==> src/rtl/lat_ram.sv <==
`default_nettype none
// ----------------------------------------------------------------------------
// lat_ram
// Generic simple dual-port RAM, one write and one read port, registered read.
// ----------------------------------------------------------------------------
module lat_ram #(
   parameter int WIDTH = 8,
   parameter int DEPTH = 16
) (
   input  wire logic                     clock,
   input  wire logic                     wr_en,
   input  wire logic [$clog2(DEPTH)-1:0] wr_addr,
   input  wire logic [WIDTH-1:0]         wr_data,
   input  wire logic [$clog2(DEPTH)-1:0] rd_addr,
   output logic [WIDTH-1:0]              rd_data
);

   logic [WIDTH-1:0] mem [DEPTH];

   // write port and registered read port
   always_ff @(posedge clock) begin
      if (wr_en) begin
         mem[wr_addr] <= wr_data;
      end
      rd_data <= mem[rd_addr];
   end

endmodule : lat_ram
`default_nettype wire

==> config.mk <==
export PLATFORM = sky130hd
export DESIGN_NAME = lat_ram
export DESIGN_NICKNAME = d
export VERILOG_FILES = /design/src/rtl/lat_ram.sv
export SDC_FILE = /design/constraint.sdc
export NUM_CORES = 1
export LEC_CHECK = 0
export ABC_AREA = 1
export BUFFER_PORTS_ARGS = -buffer_cell sky130_fd_sc_hd__clkbuf_2
export CAP_MARGIN = 20
export CORE_AREA = 5 5 101 174
export CTS_BUF_LIST = sky130_fd_sc_hd__clkbuf_4
export DETAILED_ROUTE_END_ITERATION = 12
export DIE_AREA = 0 0 106 179
export PLACE_DENSITY = 0.57
export SLEW_MARGIN = 20
export SYNTH_ARGS = -nofsm -noshare
export SYNTH_HDL_FRONTEND = slang
export SYNTH_SLANG_ARGS = --single-unit
==> constraint.sdc <==
create_clock -name clock -period 1.2 [get_ports clock]
set_input_delay 0.12 -clock clock [delete_from_list [all_inputs] [get_ports clock]]
set_output_delay 0.12 -clock clock [all_outputs]
set_load 0.005 [all_outputs]
## Word-level counts from Yosys, hierarchy flattened

Memories as Yosys holds them, arrays and structs flattened. A register that Yosys moved wholly into a read port is not among the register bits.
Index checks and enable logic that the tools add are counted.

| storage, ports and cells | value |
|---|---|
| register bits | 0 |
| bits in latches | 0 |
| RAM bits | 128 |
| memory bits (read-only) | 0 |
| output and inout bits | 8 |
| logic and storage cells | 3 |
| memories | 1 |

| operators by class | value |
|---|---|
| add/subtract/negate cells | 0 |
| $mul | 0 |
| divide/modulo/power cells | 0 |
| $lt $le $gt $ge | 0 |
| equal/unequal tests | 0 |
| shift-type cells | 0 |
| mux-type cells | 2 |
| bitwise logic cells | 0 |
| reduce and logical (&&, ||, !) cells | 0 |

Memory list:

| name | words | bits a word | rd ports | clocked after Yosys merged registers in | write ports | line | text |
|---|---|---|---|---|---|---|---|
| mem | 16 | 8 | 1 | 1 | 1 | 18 | `logic [WIDTH-1:0] mem [DEPTH];` |

Operator list:

| kind | count |
|---|---|
| 1-bit two-way mux | 2 |

## Depth between registers and ports, before layout

Gate-level depths: netlist of run 1.

| depth | value |
|---|---|
| word-level depth | 2 |
| mapped depth | 8 |
| gate-level depth less buffers | 7 |

## Worst setup path before layout of run 1

OpenSTA, ideal clock, no wires.

| timing | value |
|---|---|
| path kind | input -> register |
| start point | input wr_addr[2] |
| end point | memory mem[10][0], enable pin |
| arrival | 0.701 ns |
| required time | 0.830 ns |
| setup slack | 0.129 ns |
| stages | 2 |
| path buffers | 0 |
| cell sequence | nand3b_1 > nor2_1 |

RTL lines:

| item | line | text |
|---|---|---|
| from (decl) | 12 | `input wire logic [$clog2(DEPTH)-1:0] wr_addr,` |
| to (decl) | 18 |  |

No word-level cell before the write port.

## Final worst setup path of run 1

| timing | value |
|---|---|
| start point | register rd_data[3], read port of mem |
| end point | output rd_data[3] |

RTL lines:

| item | line | text |
|---|---|---|
| from (decl) | 15 | `output logic [WIDTH-1:0] rd_data` |

No word-level cell between the ends.

==> results of run 1 <==
[metrics by stage]
step	area, um^2	TNS, ps	hold slack [ps]	util [%]
final	6610	0	63.9	41.6
after global routing	6610	0	25.9	41.6
after CTS	6600	0	22.1	41.6
after detailed placement	6260	-314	499	39.4
after global placement	6260	-82.2	499	39.4
after floorplan	5770	0	219	-
[registers in the layout, indices dropped and copies added (netlist names)]
name / cells
rd_data: 8
mem: 128
[final cells by class]
class / instances / area (um^2)
tap: 189 / 236
inverter: 102 / 383
fill: 1531 / 9270
clock inverter: 13 / 203
timing repair buffer: 56 / 420
sequential: 136 / 4010
multi-input combinational: 289 / 1210
antenna: 1 / 2.50
clock buffer: 19 / 143
[logic make-up after synthesis]
kind of cell / synth area share (%)
buffers and inverters: 9.52
flip-flops: 69.4
AND/OR/NAND/NOR: 21.0
[repair_timing]
action | 4_1_cts | 5_1_grt
resized for setup | 1 | 1
endpoints found under the setup margin | 1 | 1
pin swaps | 0 | 0
[tightest hold or removal path, delay by kind of cell]
| kind | cells | cell delay [ps] |
|---|---|---|
| and+or+nand+nor | 2 | 180 |
| buffers and inverters | 2 | 240 |
[synth_stat cells (all sizes together)]
master,n
buf,24
dfxtp,8
edfxtp,128
inv,102
nand2,173
nand3,97
nand3b,2
nor2,17
[per-layer routing]
metal  routed length [um]  track usage (%)  share of wire [%]
met3                  441             2.67                3.4
met1                 4890             15.1                 38
met4                  404             6.92                3.2
met2                 7070             26.9                 55
met5                    0                0                  0
[worst max-delay path by stage]
| stage | end | from | cells past startpoint |
|---|---|---|---|
| after CTS | rd_data[5] | rd_data[5] | 1 |
| after global placement | mem[6][5] | wr_addr[3] | 4 |
| final | rd_data[3] | rd_data[3] | 1 |
| after global routing | rd_data[1] | rd_data[1] | 1 |
| after floorplan | mem[10][0] | wr_addr[2] | 2 |
| after detailed placement | rd_data[0] | rd_addr[0] | 8 |
[where the power goes]
group | internal [mW] | leakage (nW) | switching, mW
clock network | 1.90 | 0.174 | 1.57
registers | 5.30 | 1.22 | 0.0366
logic | 0.220 | 1.48 | 0.440
total | 7.42 | 2.88 | 2.05
==> flow_metrics.py, run 1 <==
metrics = {
    "clock_tree": {
        "path_clk_slew_ps": 130,
        "cts_sinks": 136,
        "clk_latency_ps": 500,
        "htreeDepth": 4,
        "cts_buffers": 17,
        "clockBufferDepth": 2,
        "postCtsSetupBuffers": 0,
        "cts_root_buffer": "clkbuf_4",
        "postCtsHoldBufs": 0,
        "cts_tree": "done",
    },
    "floorplan": {
        "rows": 61,
        "die_w_um": 106,
        "start_util_pct": 36.3,
        "dieArea_mm2": 0.0190,
        "ios": 26,
        "die_y_um": 179,
        "core_mm2": 0.0159,
    },
    "critical_path": {
        "r2r-start": "mem[13][0]",
        "path_cells": "clkbuf_2",
        "cpPeakStageDelay_ps": 380,
        "reg2reg_to": "rd_data[0]",
        "rr_worst_depth": 6,
        "cp-start-kind": "flop",
        "arrival_ps": 980,
        "end_kind": "primary output",
        "critPathMaxFanout": 1,
        "reg2reg_slack_ps": 150,
        "critPathTopFamily": "flip-flops",
        "cp_num_buf_inv": 1,
        "path_class": "reg2out",
        "critPathRequiredTime_ps": 1080,
        "cp_slowest_cell": "dfxtp_2",
    },
    "global_route": {
        "grt_pass1_wl_um": 20000,
        "grt_max_degree": 51,
        "grt_usage_pct": 14.3,
        "antenna_found_initial": 1,
        "grt_pass1_vias": 3744,
        "gr-total-overflow": 0,
    },
    "placement": {
        "preCtsSetupSlack_ps": -47.9,
        "place_hpwl_um": 8800,
        "io_buffers": 25,
        "place_inst": 772,
        "gp_congestion": 0.820,
    },
    "power_and_ir_drop": {
        "ir_drop_mv": 0.629,
        "p_per_area_mw_per_mm2": 1430,
        "power_mw": 9.47,
        "leakagePower_nw": 2.88,
    },
    "layout": {
        "stdcell_count": 805,
        "syn_to_final_growth_pct": 14.6,
        "drive_gt1_share_pct": 14.6,
        "layout_common_cells": "nand2_1 (173), edfxtp_1 (128), inv_1 (100)",
        "finalNetCount": 620,
        "final_common_cell": "nand2_1",
    },
    "sta": {
        "timing.final.crit_share_pct": 92.0,
        "finalSetupViolations": 0,
        "max_freq_ghz": 0.906,
        "rsz0062_at_grt": "false",
        "worst_slew_pin_slew_ps": 378,
        "slew_viol_final": 0,
        "hold_violations": 0,
        "clock_skew_ps": 23.9,
        "min_period_ps": 1100,
        "layout_setup_ws_ps": 95.9,
        "maxSlewHeadroom_pct": 74.8,
    },
    "synth": {
        "synth_top_area_cell": "edfxtp_1",
        "synth-seq-cells": 136,
        "synth_top_area_share_pct": 66.7,
        "syn_area_mm2": 0.00577,
        "ys_warn_count": 0,
        "yosys-top-cells-area": "edfxtp_1 (67%), nand2_1 (11%), nand3_1 (8.4%)",
        "syn_inst": 551,
        "ys_seq_area_share_pct": 69.4,
        "syn_area_per_cell_um2": 10.5,
        "synthesis.nets": 569,
        "synthDistinctLibCells": 12,
    },
    "drt": {
        "postRouteAntennaNets": 0,
        "vias": 3803,
        "drcViolationCount": 0,
        "vias_per_cell": 4.72,
        "drtIter0Drc": 171,
        "finalWirelength_um": 12800,
        "dr.pass1.iters": 5,
        "detail_route.wl_per_cell_um": 15.9,
    },
    "worst_hold_path": {
        "min-delay-start": "rd_addr[3]",
        "hold_depth": 4,
        "holdPathEnd": "rd_data[5]",
        "hold_class": "in2reg",
    },
    "status": {
        "status": "completed",
    },
    "flow_run": {
        "cap_violations": 0,
    },
}
(Power assumes the default switching activity.)
==> run 2, diff against run 1 <==
- GPL_TIMING_DRIVEN: not set -> 0
- RECOVER_POWER: not set -> 50
==> flow_metrics.py, run 2 (synthesis results as in run 1) <==
metrics = {
    "status": {
        "status": "completed",
    },
    "floorplan": {
        "die_w_um": 106,
        "start_util_pct": 36.3,
        "dieArea_mm2": 0.0190,
        "die_y_um": 179,
        "ios": 26,
        "rows": 61,
        "core_mm2": 0.0159,
    },
    "clock_tree": {
        "cts_root_buffer": "clkbuf_4",
        "path_clk_slew_ps": 140,
        "postCtsSetupBuffers": 0,
        "cts_tree": "done",
        "clockBufferDepth": 2,
        "cts-resized-gates": 0,
        "cts_sinks": 136,
        "htreeDepth": 4,
        "clk_latency_ps": 530,
        "cts_buffers": 17,
        "postCtsHoldBufs": 0,
    },
    "drt": {
        "drtIter0Drc": 228,
        "detail_route.wl_per_cell_um": 18.2,
        "dr.pass1.iters": 5,
        "finalWirelength_um": 14400,
        "vias_per_cell": 4.77,
        "vias": 3790,
        "drcViolationCount": 0,
        "postRouteAntennaNets": 0,
    },
    "placement": {
        "place_inst": 762,
        "gp_congestion": 1.00,
        "io_buffers": 22,
        "dpl_cell_area_mm2": 0.00611,
        "place_hpwl_um": 10200,
    },
    "critical_path": {
        "critPathMaxFanout": 1,
        "end_kind": "flop",
        "critPathRequiredTime_ps": 1620,
        "path_class": "reg2reg",
        "reg2reg_slack_ps": 90,
        "r2r-start": "mem[5][5]",
        "cp-startpoint": "mem[5][5]",
        "rr_worst_depth": 6,
        "reg2reg_to": "rd_data[5]",
        "arrival_ps": 1530,
        "cp-start-kind": "flop",
        "crit_path_end": "rd_data[5]",
    },
    "power_and_ir_drop": {
        "ir_drop_mv": 0.459,
        "internal-power_mw": 6.81,
        "p_clk_share_pct": 33.5,
        "switching_share_pct": 24.9,
        "leakagePower_nw": 2.73,
        "p_sw_mw": 2.26,
        "seqPwrFrac_pct": 58.8,
        "p_per_area_mw_per_mm2": 1420,
        "pwr-share-comb_pct": 7.6,
    },
    "layout": {
        "syn_to_final_growth_pct": 10.9,
        "stdcell_count": 795,
        "final_common_cell": "nand2_1",
        "largest-register": "mem",
        "largest_reg_flops": 128,
        "reg.largest.list": "mem x128, rd_data x8",
        "finalNetCount": 610,
        "drive_gt1_share_pct": 11.4,
        "final_area_mm2": 0.00639,
        "layout_common_cells": "nand2_1 (173), edfxtp_1 (128), inv_1 (100)",
    },
    "sta": {
        "slew_viol_final": 0,
        "worst_slew_pin_slew_ps": 920,
        "maxSlewHeadroom_pct": 38.7,
        "hold_violations": 0,
        "clock_skew_ps": 15.0,
        "min_period_ps": 1110,
        "rsz0062_at_grt": "false",
        "timing.final.crit_share_pct": 92.4,
        "finalSetupViolations": 0,
        "max_freq_ghz": 0.902,
    },
    "worst_hold_path": {
        "hold_class": "in2reg",
        "hold_depth": 3,
    },
    "global_route": {
        "antenna_found_initial": 1,
        "grt_pass1_wl_um": 21200,
        "grt_max_degree": 17,
        "grt_pass1_vias": 3688,
        "gr-total-overflow": 0,
        "grt_usage_pct": 15.8,
    },
    "flow_run": {
        "cap_violations": 0,
    },
}
## run 2: cell types whose count changed in the layout (fill, tap and decap cells not counted), moves of 2 or more
cell       previous run  this run
buf_4                26         4
buf_2                 0        13
dfxtp_2               2         0
clkbuf_2             25        13
buf_12                5         0
bufinv_16             5         2
buf_6                 0         6
inv_6                 0         4
clkbuf_1              0         9
dfxtp_1               6         8
## run 2: worst min path at each step
stage | slack [ps] | from | end
6_report | 50 | rd_addr[3] | rd_data[2]
5_1_grt | 10 | rd_addr[3] | rd_data[2]
4_1_cts | 10 | rd_addr[3] | rd_data[2]
3_5_place_dp | 490 | rd_data[4] | rd_data[4]
3_3_place_gp | 500 | rd_data[5] | rd_data[5]
2_1_floorplan | 220 | wr_data[0] | mem[0][0]
## run 2: per-stage QoR
stage / total power [mW] / setup TNS (ps) / util (%) / setup slack, ps / hold slack [ps]
finish: 9.06 / 0 / 40.3 / 91.4 / 49.7
global placement: 6.13 / -32060 / 38.5 / -366 / 496
CTS: 9.14 / 0 / 40.3 / 63.7 / 11.4
global route: 9.37 / 0 / 40.3 / 34.6 / 12.8
detailed placement: 6.14 / -34490 / 38.5 / -390 / 494
floorplan: 5.81 / 0 / - / 129 / 219
## run 2: layer usage
| metal | vias up | GRT usage [%] | part of all wire [%] |
|---|---|---|---|
| met2 | 117 | 30.7 | 56 |
| li1 | 1857 | - | - |
| met3 | 30 | 2.67 | 4.7 |
| met5 | - | 0 | 0 |
| met4 | 0 | 9.72 | 4.8 |
| met1 | 1786 | 15.3 | 35 |
## run 2: power by group through the flow
| stage | sequential, mW | combinational [mW] | clock, mW |
|---|---|---|---|
| 6_report | 5.33 | 0.693 | 3.04 |
| 3_5_place_dp | 5.44 | 0.704 | 0 |
| 2_1_floorplan | 5.44 | 0.375 | 0 |
| 4_1_cts | 5.33 | 0.707 | 3.10 |
| 3_3_place_gp | 5.44 | 0.695 | 0 |
| 5_1_grt | 5.34 | 0.758 | 3.28 |
## run 2: critical path: stages (launching register included)
cell and delay (ps):
edfxtp_1 390, inv_1 60, nand2_1 50, nand3_1 90, nand3_1 160, nand3_1 180, nand2_1 70
## run 2: final cells by class
cell class,count,area (um^2)
Clock buffer,19,143
Inverter,102,383
Multi-Input combinational cell,289,1210
Antenna cell,1,2.50
Clock inverter,13,146
Timing Repair Buffer,22,98.8
Tap cell,189,236
Sequential cell,136,4000
Buffer,24,166
Fill cell,1558,9480
