### config.mk
export PLATFORM = sky130hd
export DESIGN_NAME = lat_hash
export DESIGN_NICKNAME = d
export VERILOG_FILES = /design/src/rtl/lat_pkg.sv /design/src/rtl/lat_hash.sv
export SDC_FILE = /design/constraint.sdc
export NUM_CORES = 2
export LEC_CHECK = 0
export BUFFER_PORTS_ARGS = -buffer_cell sky130_fd_sc_hd__buf_2
export CAP_MARGIN = 10
export CORE_MARGIN = 2
export CORE_UTILIZATION = 60
export CTS_BUF_LIST = sky130_fd_sc_hd__clkbuf_4
export DETAILED_ROUTE_END_ITERATION = 6
export PLACE_DENSITY = 0.81
export SLEW_MARGIN = 0
export SYNTH_ARGS = -nofsm -noshare
export SYNTH_HDL_FRONTEND = slang
export SYNTH_SLANG_ARGS = --single-unit
export TNS_END_PERCENT = 5
### constraint.sdc
create_clock -name clock -period 8.4 [get_ports clock]
set_input_delay 0.84 -clock clock [delete_from_list [all_inputs] [get_ports clock]]
set_output_delay 0.84 -clock clock [all_outputs]
set_load 0.02 [all_outputs]
### src/rtl/lat_pkg.sv
`default_nettype none
// ----------------------------------------------------------------------------
// lat_pkg
// Shared types, constants and helpers for the live allocation tracker.
// ----------------------------------------------------------------------------
package lat_pkg;

   // Table geometry (SLOTS must be a power of two, 16 .. 2^20)
   localparam int SLOTS = 4096;
   localparam int IDX_W = $clog2(SLOTS);
   localparam logic [IDX_W-1:0] LAST_SLOT = IDX_W'(SLOTS - 1);

   // Field widths
   localparam int KEY_W  = 48;
   localparam int SIZE_W = 32;
   localparam int REC_W  = 32;
   localparam int TOT_W  = 48;

   // Mix hash constants
   localparam logic [63:0] MIX_C1    = 64'hff51afd7ed558ccd;
   localparam logic [63:0] MIX_C2    = 64'hc4ceb9fe1a85ec53;
   localparam int          MIX_SHIFT = 33;

   // Event codes
   typedef enum logic [1:0] {
      MODE_ALLOC   = 2'd0,
      MODE_REALLOC = 2'd1,
      MODE_FREE    = 2'd2,
      MODE_OTHER   = 2'd3
   } mode_type;

   // Control sequencer states
   typedef enum logic [3:0] {
      ST_CLEAR,
      ST_IDLE,
      ST_HASH,
      ST_RM_LOOK,
      ST_RM_CMP,
      ST_RF_LOOK,
      ST_RF_CMP,
      ST_RF_HASH,
      ST_CL_LOOK,
      ST_CL_CMP,
      ST_FIN
   } state_type;

   // One table entry as stored in the slot memory
   typedef struct packed {
      logic              used;
      logic [KEY_W-1:0]  key;
      logic [SIZE_W-1:0] size;
   } slot_entry_type;

   // Linear probe step with wrap
   function automatic logic [IDX_W-1:0] next_slot(input logic [IDX_W-1:0] i);
      next_slot = (i == LAST_SLOT) ? '0 : i + IDX_W'(1);
   endfunction

endpackage : lat_pkg
`default_nettype wire

### src/rtl/lat_hash.sv
`default_nettype none
// ----------------------------------------------------------------------------
// lat_hash
// Multi-cycle 64-bit mix hash; one 32x32 partial product per cycle.
// Gives the home slot of a key on index, flagged by done, after start.
// ----------------------------------------------------------------------------
module lat_hash
   import lat_pkg::*;
(
   input  wire logic             clock,
   input  wire logic             reset,
   input  wire logic             start,
   input  wire logic [KEY_W-1:0] key,
   output logic                  done,
   output logic [IDX_W-1:0]      index
);

   logic             run_ff, run_in;
   logic             sel_ff, sel_in;
   logic [2:0]       ph_ff, ph_in;
   logic [63:0]      opnd_ff, opnd_in;
   logic [63:0]      acc_ff, acc_in;
   logic [63:0]      prod_ff, prod_in;
   logic             done_ff, done_in;
   logic [IDX_W-1:0] index_ff, index_in;

   logic [63:0] konst;
   logic [63:0] key_ext;
   logic [63:0] mix;
   logic [31:0] mul_a, mul_b;

   // control registers
   always_ff @(posedge clock) begin
      if (reset) begin
         run_ff  <= 1'b0;
         sel_ff  <= 1'b0;
         ph_ff   <= '0;
         done_ff <= 1'b0;
      end else begin
         run_ff  <= run_in;
         sel_ff  <= sel_in;
         ph_ff   <= ph_in;
         done_ff <= done_in;
      end
   end

   // datapath registers
   always_ff @(posedge clock) begin
      opnd_ff  <= opnd_in;
      acc_ff   <= acc_in;
      prod_ff  <= prod_in;
      index_ff <= index_in;
   end

   // operand select and one partial product
   always_comb begin
      konst   = sel_ff ? MIX_C2 : MIX_C1;
      key_ext = {{(64 - KEY_W){1'b0}}, key};
      mix     = acc_ff ^ (acc_ff >> MIX_SHIFT);
      mul_a   = (ph_ff == 3'd2) ? opnd_ff[63:32] : opnd_ff[31:0];
      mul_b   = (ph_ff == 3'd1) ? konst[63:32] : konst[31:0];
      prod_in = 64'(mul_a) * 64'(mul_b);
   end

   // phase sequencing: lo*lo, lo*hi, hi*lo, sum, xor-shift
   always_comb begin
      run_in   = run_ff;
      sel_in   = sel_ff;
      ph_in    = ph_ff;
      opnd_in  = opnd_ff;
      acc_in   = acc_ff;
      done_in  = 1'b0;
      index_in = index_ff;
      if (start) begin
         run_in  = 1'b1;
         sel_in  = 1'b0;
         ph_in   = '0;
         opnd_in = key_ext ^ (key_ext >> MIX_SHIFT);
      end else if (run_ff) begin
         ph_in = ph_ff + 3'd1;
         case (ph_ff)
            3'd1: acc_in = prod_ff;
            3'd2: acc_in = acc_ff + {prod_ff[31:0], 32'd0};
            3'd3: acc_in = acc_ff + {prod_ff[31:0], 32'd0};
            3'd4: begin
               ph_in = '0;
               if (!sel_ff) begin
                  opnd_in = mix;
                  sel_in  = 1'b1;
               end else begin
                  run_in   = 1'b0;
                  done_in  = 1'b1;
                  index_in = mix[IDX_W-1:0];
               end
            end
            default: ;
         endcase
      end
   end

   assign done  = done_ff;
   assign index = index_ff;

endmodule : lat_hash
`default_nettype wire

**Word level (Yosys, flattened, before mapping)**

Cells that the tools add are included.

- Register bits after elaboration: 210
- Logic and storage cells: 45

- $add $sub $neg: 2
- Multipliers: 1
- Equal/unequal tests: 5
- Muxes and demuxes: 14
- Bitwise gates (word level): 5
- Reductions and logical operators: 10

Operator list:

| cell | number |
|---|---|
| $mux 64 | 4 |
| $pmux 64 s2 | 1 |
| $add 64x64->64 | 1 |
| $mul 32x32->64 | 1 |
| $mux 32 | 2 |
| $xor 64x31->64 | 1 |
| $mux 62 | 1 |
| $xor 48x15->48 | 1 |
| $eq 3x2->1 const B | 2 |
| $reduce_and 3->1 | 2 |
| $reduce_bool 2->1 | 3 |
| $mux 1 | 5 |
| $reduce_and 4->1 | 1 |
| $reduce_or 2->1 | 2 |
| $reduce_or 4->1 | 1 |
| $add 3x1->3 const B | 1 |
| $eq 3x1->1 const B | 1 |
| $eq 3x3->1 const B | 1 |
| $mux 3 | 1 |
| $not 1->1 | 3 |
| $ne 2x2->1 const B | 1 |
| $reduce_and 2->1 | 1 |

**Longest topological paths before layout**

- Depth after elaboration: 5
- Mapped depth: 41

**Worst setup path before layout**

Ideal clock, no wire load.

- Path type: register to register
- From: register ph_ff[1]
- To: register prod_ff[60]
- Arrival time: 9.136 ns
- Required time: 8.281 ns
- Path slack: -0.856 ns
- Stages on the path, launching flop included: 36
- Buffers on the path: 6
- Clock period less this slack: 9.256 ns
- Cells stage by stage: dfxtp_1 > inv_1 > ha_1 > nor2b_1 > clkinv_1 > clkbuf_1 > buf_1 > ha_1 > clkbuf_1 > clkbuf_1 > clkbuf_1 > clkbuf_1 > nor2_1 > fa_1 > fa_1 > fa_1 > inv_1 > fa_1 > inv_1 > fa_1 > fa_1 > fa_1 > inv_1 > fa_1 > inv_1 > ha_1 > nand4_1 > or3_1 > nor2_1 > a41oi_4 > o31ai_4 > a21oi_4 > o211a_1 > o31ai_1 > a21oi_1 > xnor2_1

- Cells in the longest elaborated chain, start to end: 3
- Elaborated cells on any way between the ends: 5
- Those cells by class: mul: 1; eq/ne: 2; mux: 2

Ends and longest elaborated chain:

| element | line | source |
|---|---|---|
| from (decl) | lat_hash.sv:20 | `logic [2:0] ph_ff, ph_in;` |
| from (signal assigned) | lat_hash.sv:42 | `ph_ff <= ph_in;` |
| $eq 3x2->1 or $eq 3x1->1 (tied branches) | lat_hash.sv:60, lat_hash.sv:61 |  |
| $mux 32, on equally long branches | lat_hash.sv:60, lat_hash.sv:61 |  |
| $mul 32x32->64 * | lat_hash.sv:62 | `prod_in = 64'(mul_a) * 64'(mul_b);` |
| net prod_in[60] | lat_hash.sv:23 | `logic [63:0] prod_ff, prod_in;` |
| to (signal assigned) | lat_hash.sv:51 | `prod_ff <= prod_in;` |
| to (decl) | lat_hash.sv:23 |  |

The timed path passes the listed nets; every way through them passes the cells marked *.
A chain may end at the register's enable or synchronous reset.

**Worst setup path after layout**

- From: register ph_ff[0]
- To: register prod_ff[62]

Same word-level chain as after synthesis.

==> key figures <==
Yosys
  • Synth Net Count: roughly 5,100
  • Yosys top cell area share: between 40% and 50%
  • FFs w/ async S/R, synth: 0%
  • Seq/Total Area, Yosys: between 10% and 20%
  • Synth area leaders: fa_1 (40%), ha_1 (12%), edfxtp_1 (11%)
  • Mapped Area: a little under 0.04 mm2
  • Synth Area per Inst: ~10 um2
  • #FFs+latches synth: 210
  • Synth Instances: slightly below 4,000
  • Unique masters post-synth: 78
  • YS warnings: 0
  • Post-synth EDFFs: 140
  • Area leader, netlist: fa_1
  • Main synth FF type: edfxtp_1

Floorplanning
  • DIE HEIGHT: approximately 260 um
  • I/O pin count: 64
  • Area of the die: approximately 0.067 mm2
  • Starting Density: between 60% and 70%
  • CORE AREA: between 0.06 and 0.07 mm2
  • Die width: between 200 and 300 um
  • Number of cell rows: 93

Drt
  • DRT Wirelength: ~120 mm
  • Initial DRC count: around 3,000
  • Routed len/inst: between 20 and 25 um
  • Pre-antenna DRT Iters: 6
  • Via count: around 30,000
  • Post-DRT Antenna Nets: 0
  • DRC Markers: 0
  • Vias per cell: roughly 5.7

Critical path
  • CP peak stage delay: a little over 0.6 ns
  • Crit-path max FO: 16
  • CP startpoint: ph_ff[0]$_SDFFE_PP0P_
  • Critical path's slowest cell: fa_2
  • Worst EP required: roughly 9 ns
  • Worst R2R Start: ph_ff[0]$_SDFFE_PP0P_
  • Critical path class: reg -> reg
  • Critical Path End Type: flip-flop
  • Critical path startpoint category: flip-flop
  • Worst reg2reg path depth: 32
  • Arrival time worst endpoint: 9.13 ns
  • Cell mode on critical path: fa_1

Clocking
  • # hold bufs at CTS: 0
  • CTS tree: built
  • Clock sinks: 210
  • TritonCTS Buffers: between 40 and 50
  • CTS Buffer Depth: 3
  • Clock Pin Slew Worst Setup and Hold Paths: 0.09 ns
  • Root Buffer: clkbuf_4
  • H-tree Lvls: 2
  • Later-pin clock latency in the skew report: 0.70 ns

Layout
  • Syn-to-layout area delta: 14.0%
  • Share of cells above drive strength 1: 16.4%
  • Final #Nets: ~5,600
  • Final Non-Filler Cells: roughly 5,200
  • Most common cell after layout, fill and taps aside: inv_1
  • Highest-count cells in the layout ignoring fill and taps: inv_1 (889), fa_1 (775), buf_4 (424)
  • Antenna Cells: 0

Placed design
  • Placed Cells: between 5,000 and 6,000
  • Final HPWL DP: 108 mm
  • Port buffer count: 63
  • GPL Wtd Cong: 1.09

Global route
  • Vias in the first global route: 31,400
  • Initial antenna violation count: 4
  • GRT Resource Usage Total: 38.2%
  • Largest net degree at the start of global routing: 94
  • Global route total overflow: 0
  • First-pass GRT wire length: roughly 190 mm

Timing
  • Final Hold Vio Count: 0
  • Clk_skew: between 0.05 and 0.06 ns
  • Max Slew Vio Count: 0
  • Rel. slew slack: between 15 and 20%
  • Fin crit period: roughly 8.5 ns
  • Final setup viols: 3
  • F_max: around 120 MHz
  • PnR worst setup slack: -0.111 ns
  • Final Cycle Share: 101%
  • Slew at the pin closest to its max-slew limit: approximately 1.2 ns
  • RSZ-0062 raised after global routing: yes

Status
  • Violated checks: setup timing
  • Status: finished with violations

Hold path
  • Hold_sp: key[29]
  • Worst Hold Class: in -> reg
  • WHS Path Cells: 3

Run
  • Max cap viols: 0
==> through the flow <==
step,cell area (um2),utilization [%],hold WS [ns],setup TNS [ns],setup slack [ns]
after floorplan,39100,-,0.473,-0.00823,-0.00823
after global placement,43500,67.6,0.486,-0.0216,-0.0216
after detailed placement,43500,67.6,0.496,-0.703,-0.176
after CTS,44100,68.7,0.393,-0.0117,-0.0117
after global routing,44300,69.0,0.420,-2.82,-0.380
final,44300,69.0,0.439,-0.150,-0.111
==> logic make-up (layout without fill, tap and decap cells) <==
logic type | Yosys count | in the layout | share of synthesized area (%)
other | 1 | 1 | 0.00965
adders and majority gates | 1167 | 1167 | 52.7
DFF | 210 | 210 | 14.4
AOI/OAI and AO/OA | 461 | 461 | 7.67
and+or+nand+nor | 813 | 813 | 9.38
muxes | 41 | 41 | 1.12
xor gates and xnor gates | 212 | 212 | 4.78
buffers and inverters | 1021 | 1484 | 9.89
==> critical path: cells and delay by family (launching register included) <==
kind	cells	cell delay, ns
xor gates and xnor gates	1	0.12
and+or+nand+nor	2	0.34
muxes	1	0.28
DFF	1	0.34
adders and majority gates	10	4.53
AOI/OAI and AO/OA	10	1.92
buffers and inverters	8	0.90
==> per-layer routing <==
layer / global-route usage [%] / vias up / wire, um
li1: - / 13000 / -
met1: 49.9 / 14900 / 45700
met2: 58.6 / 1713 / 55300
met3: 7.26 / 456 / 11900
met4: 24.9 / 0 / 10800
met5: 0 / - / 0
==> Yosys cell counts, types with 11 or more instances <==
library cell	number
inv_1	898
clkinv_1	11
a21o_1	91
nand3_1	23
a31oi_1	11
nor3_1	21
xnor2_1	126
nand2_1	272
or2_2	12
nor2b_1	32
and2_1	78
mux2i_1	21
clkbuf_1	92
mux2_2	20
nor2_1	295
nand4_1	15
nand2b_1	38
xor2_1	86
a21oi_1	137
fa_1	786
o21bai_1	20
dfxtp_1	70
ha_1	378
edfxtp_1	140
o21ai_0	108
and3_1	11
==> sequential cells by signal, indices dropped and copies added, names as in the netlist <==
| register | flops |
|---|---|
| acc_ff | 64 |
| run_ff | 1 |
| sel_ff | 1 |
| index | 12 |
| ph_ff | 3 |
| done | 1 |
| prod_ff | 64 |
| opnd_ff | 64 |
==> worst paths after layout <==
path	slack, ns	to
worst max-delay path	-0.11	prod_ff[62]$_DFF_P_
worst min-delay path	0.44	opnd_ff[29]$_DFFE_PP_
worst min register to register	0.51	acc_ff[54]$_DFFE_PP_
worst max register to register	-0.11	prod_ff[62]$_DFF_P_
==> timing repair <==
item,CTS,global route
setup endpoints to repair,8,26
pin swaps,7,13
setup buffers,3,1
resized for setup,17,45
cloned,0,0
==> area by class of cell <==
| type | instances | area (um2) |
|---|---|---|
| Inverter | 909 | 3420 |
| Clock buffer | 66 | 495 |
| Timing Repair Buffer | 500 | 3780 |
| Tap cell | 855 | 1070 |
| Multi-Input combinational cell | 2695 | 29900 |
| Clock inverter | 9 | 96.3 |
| Fill cell | 4832 | 19900 |
| Sequential cell | 210 | 5610 |
Power is not shown: default switching activity piles up to over one toggle a cycle in this logic, so the estimate is an artifact.
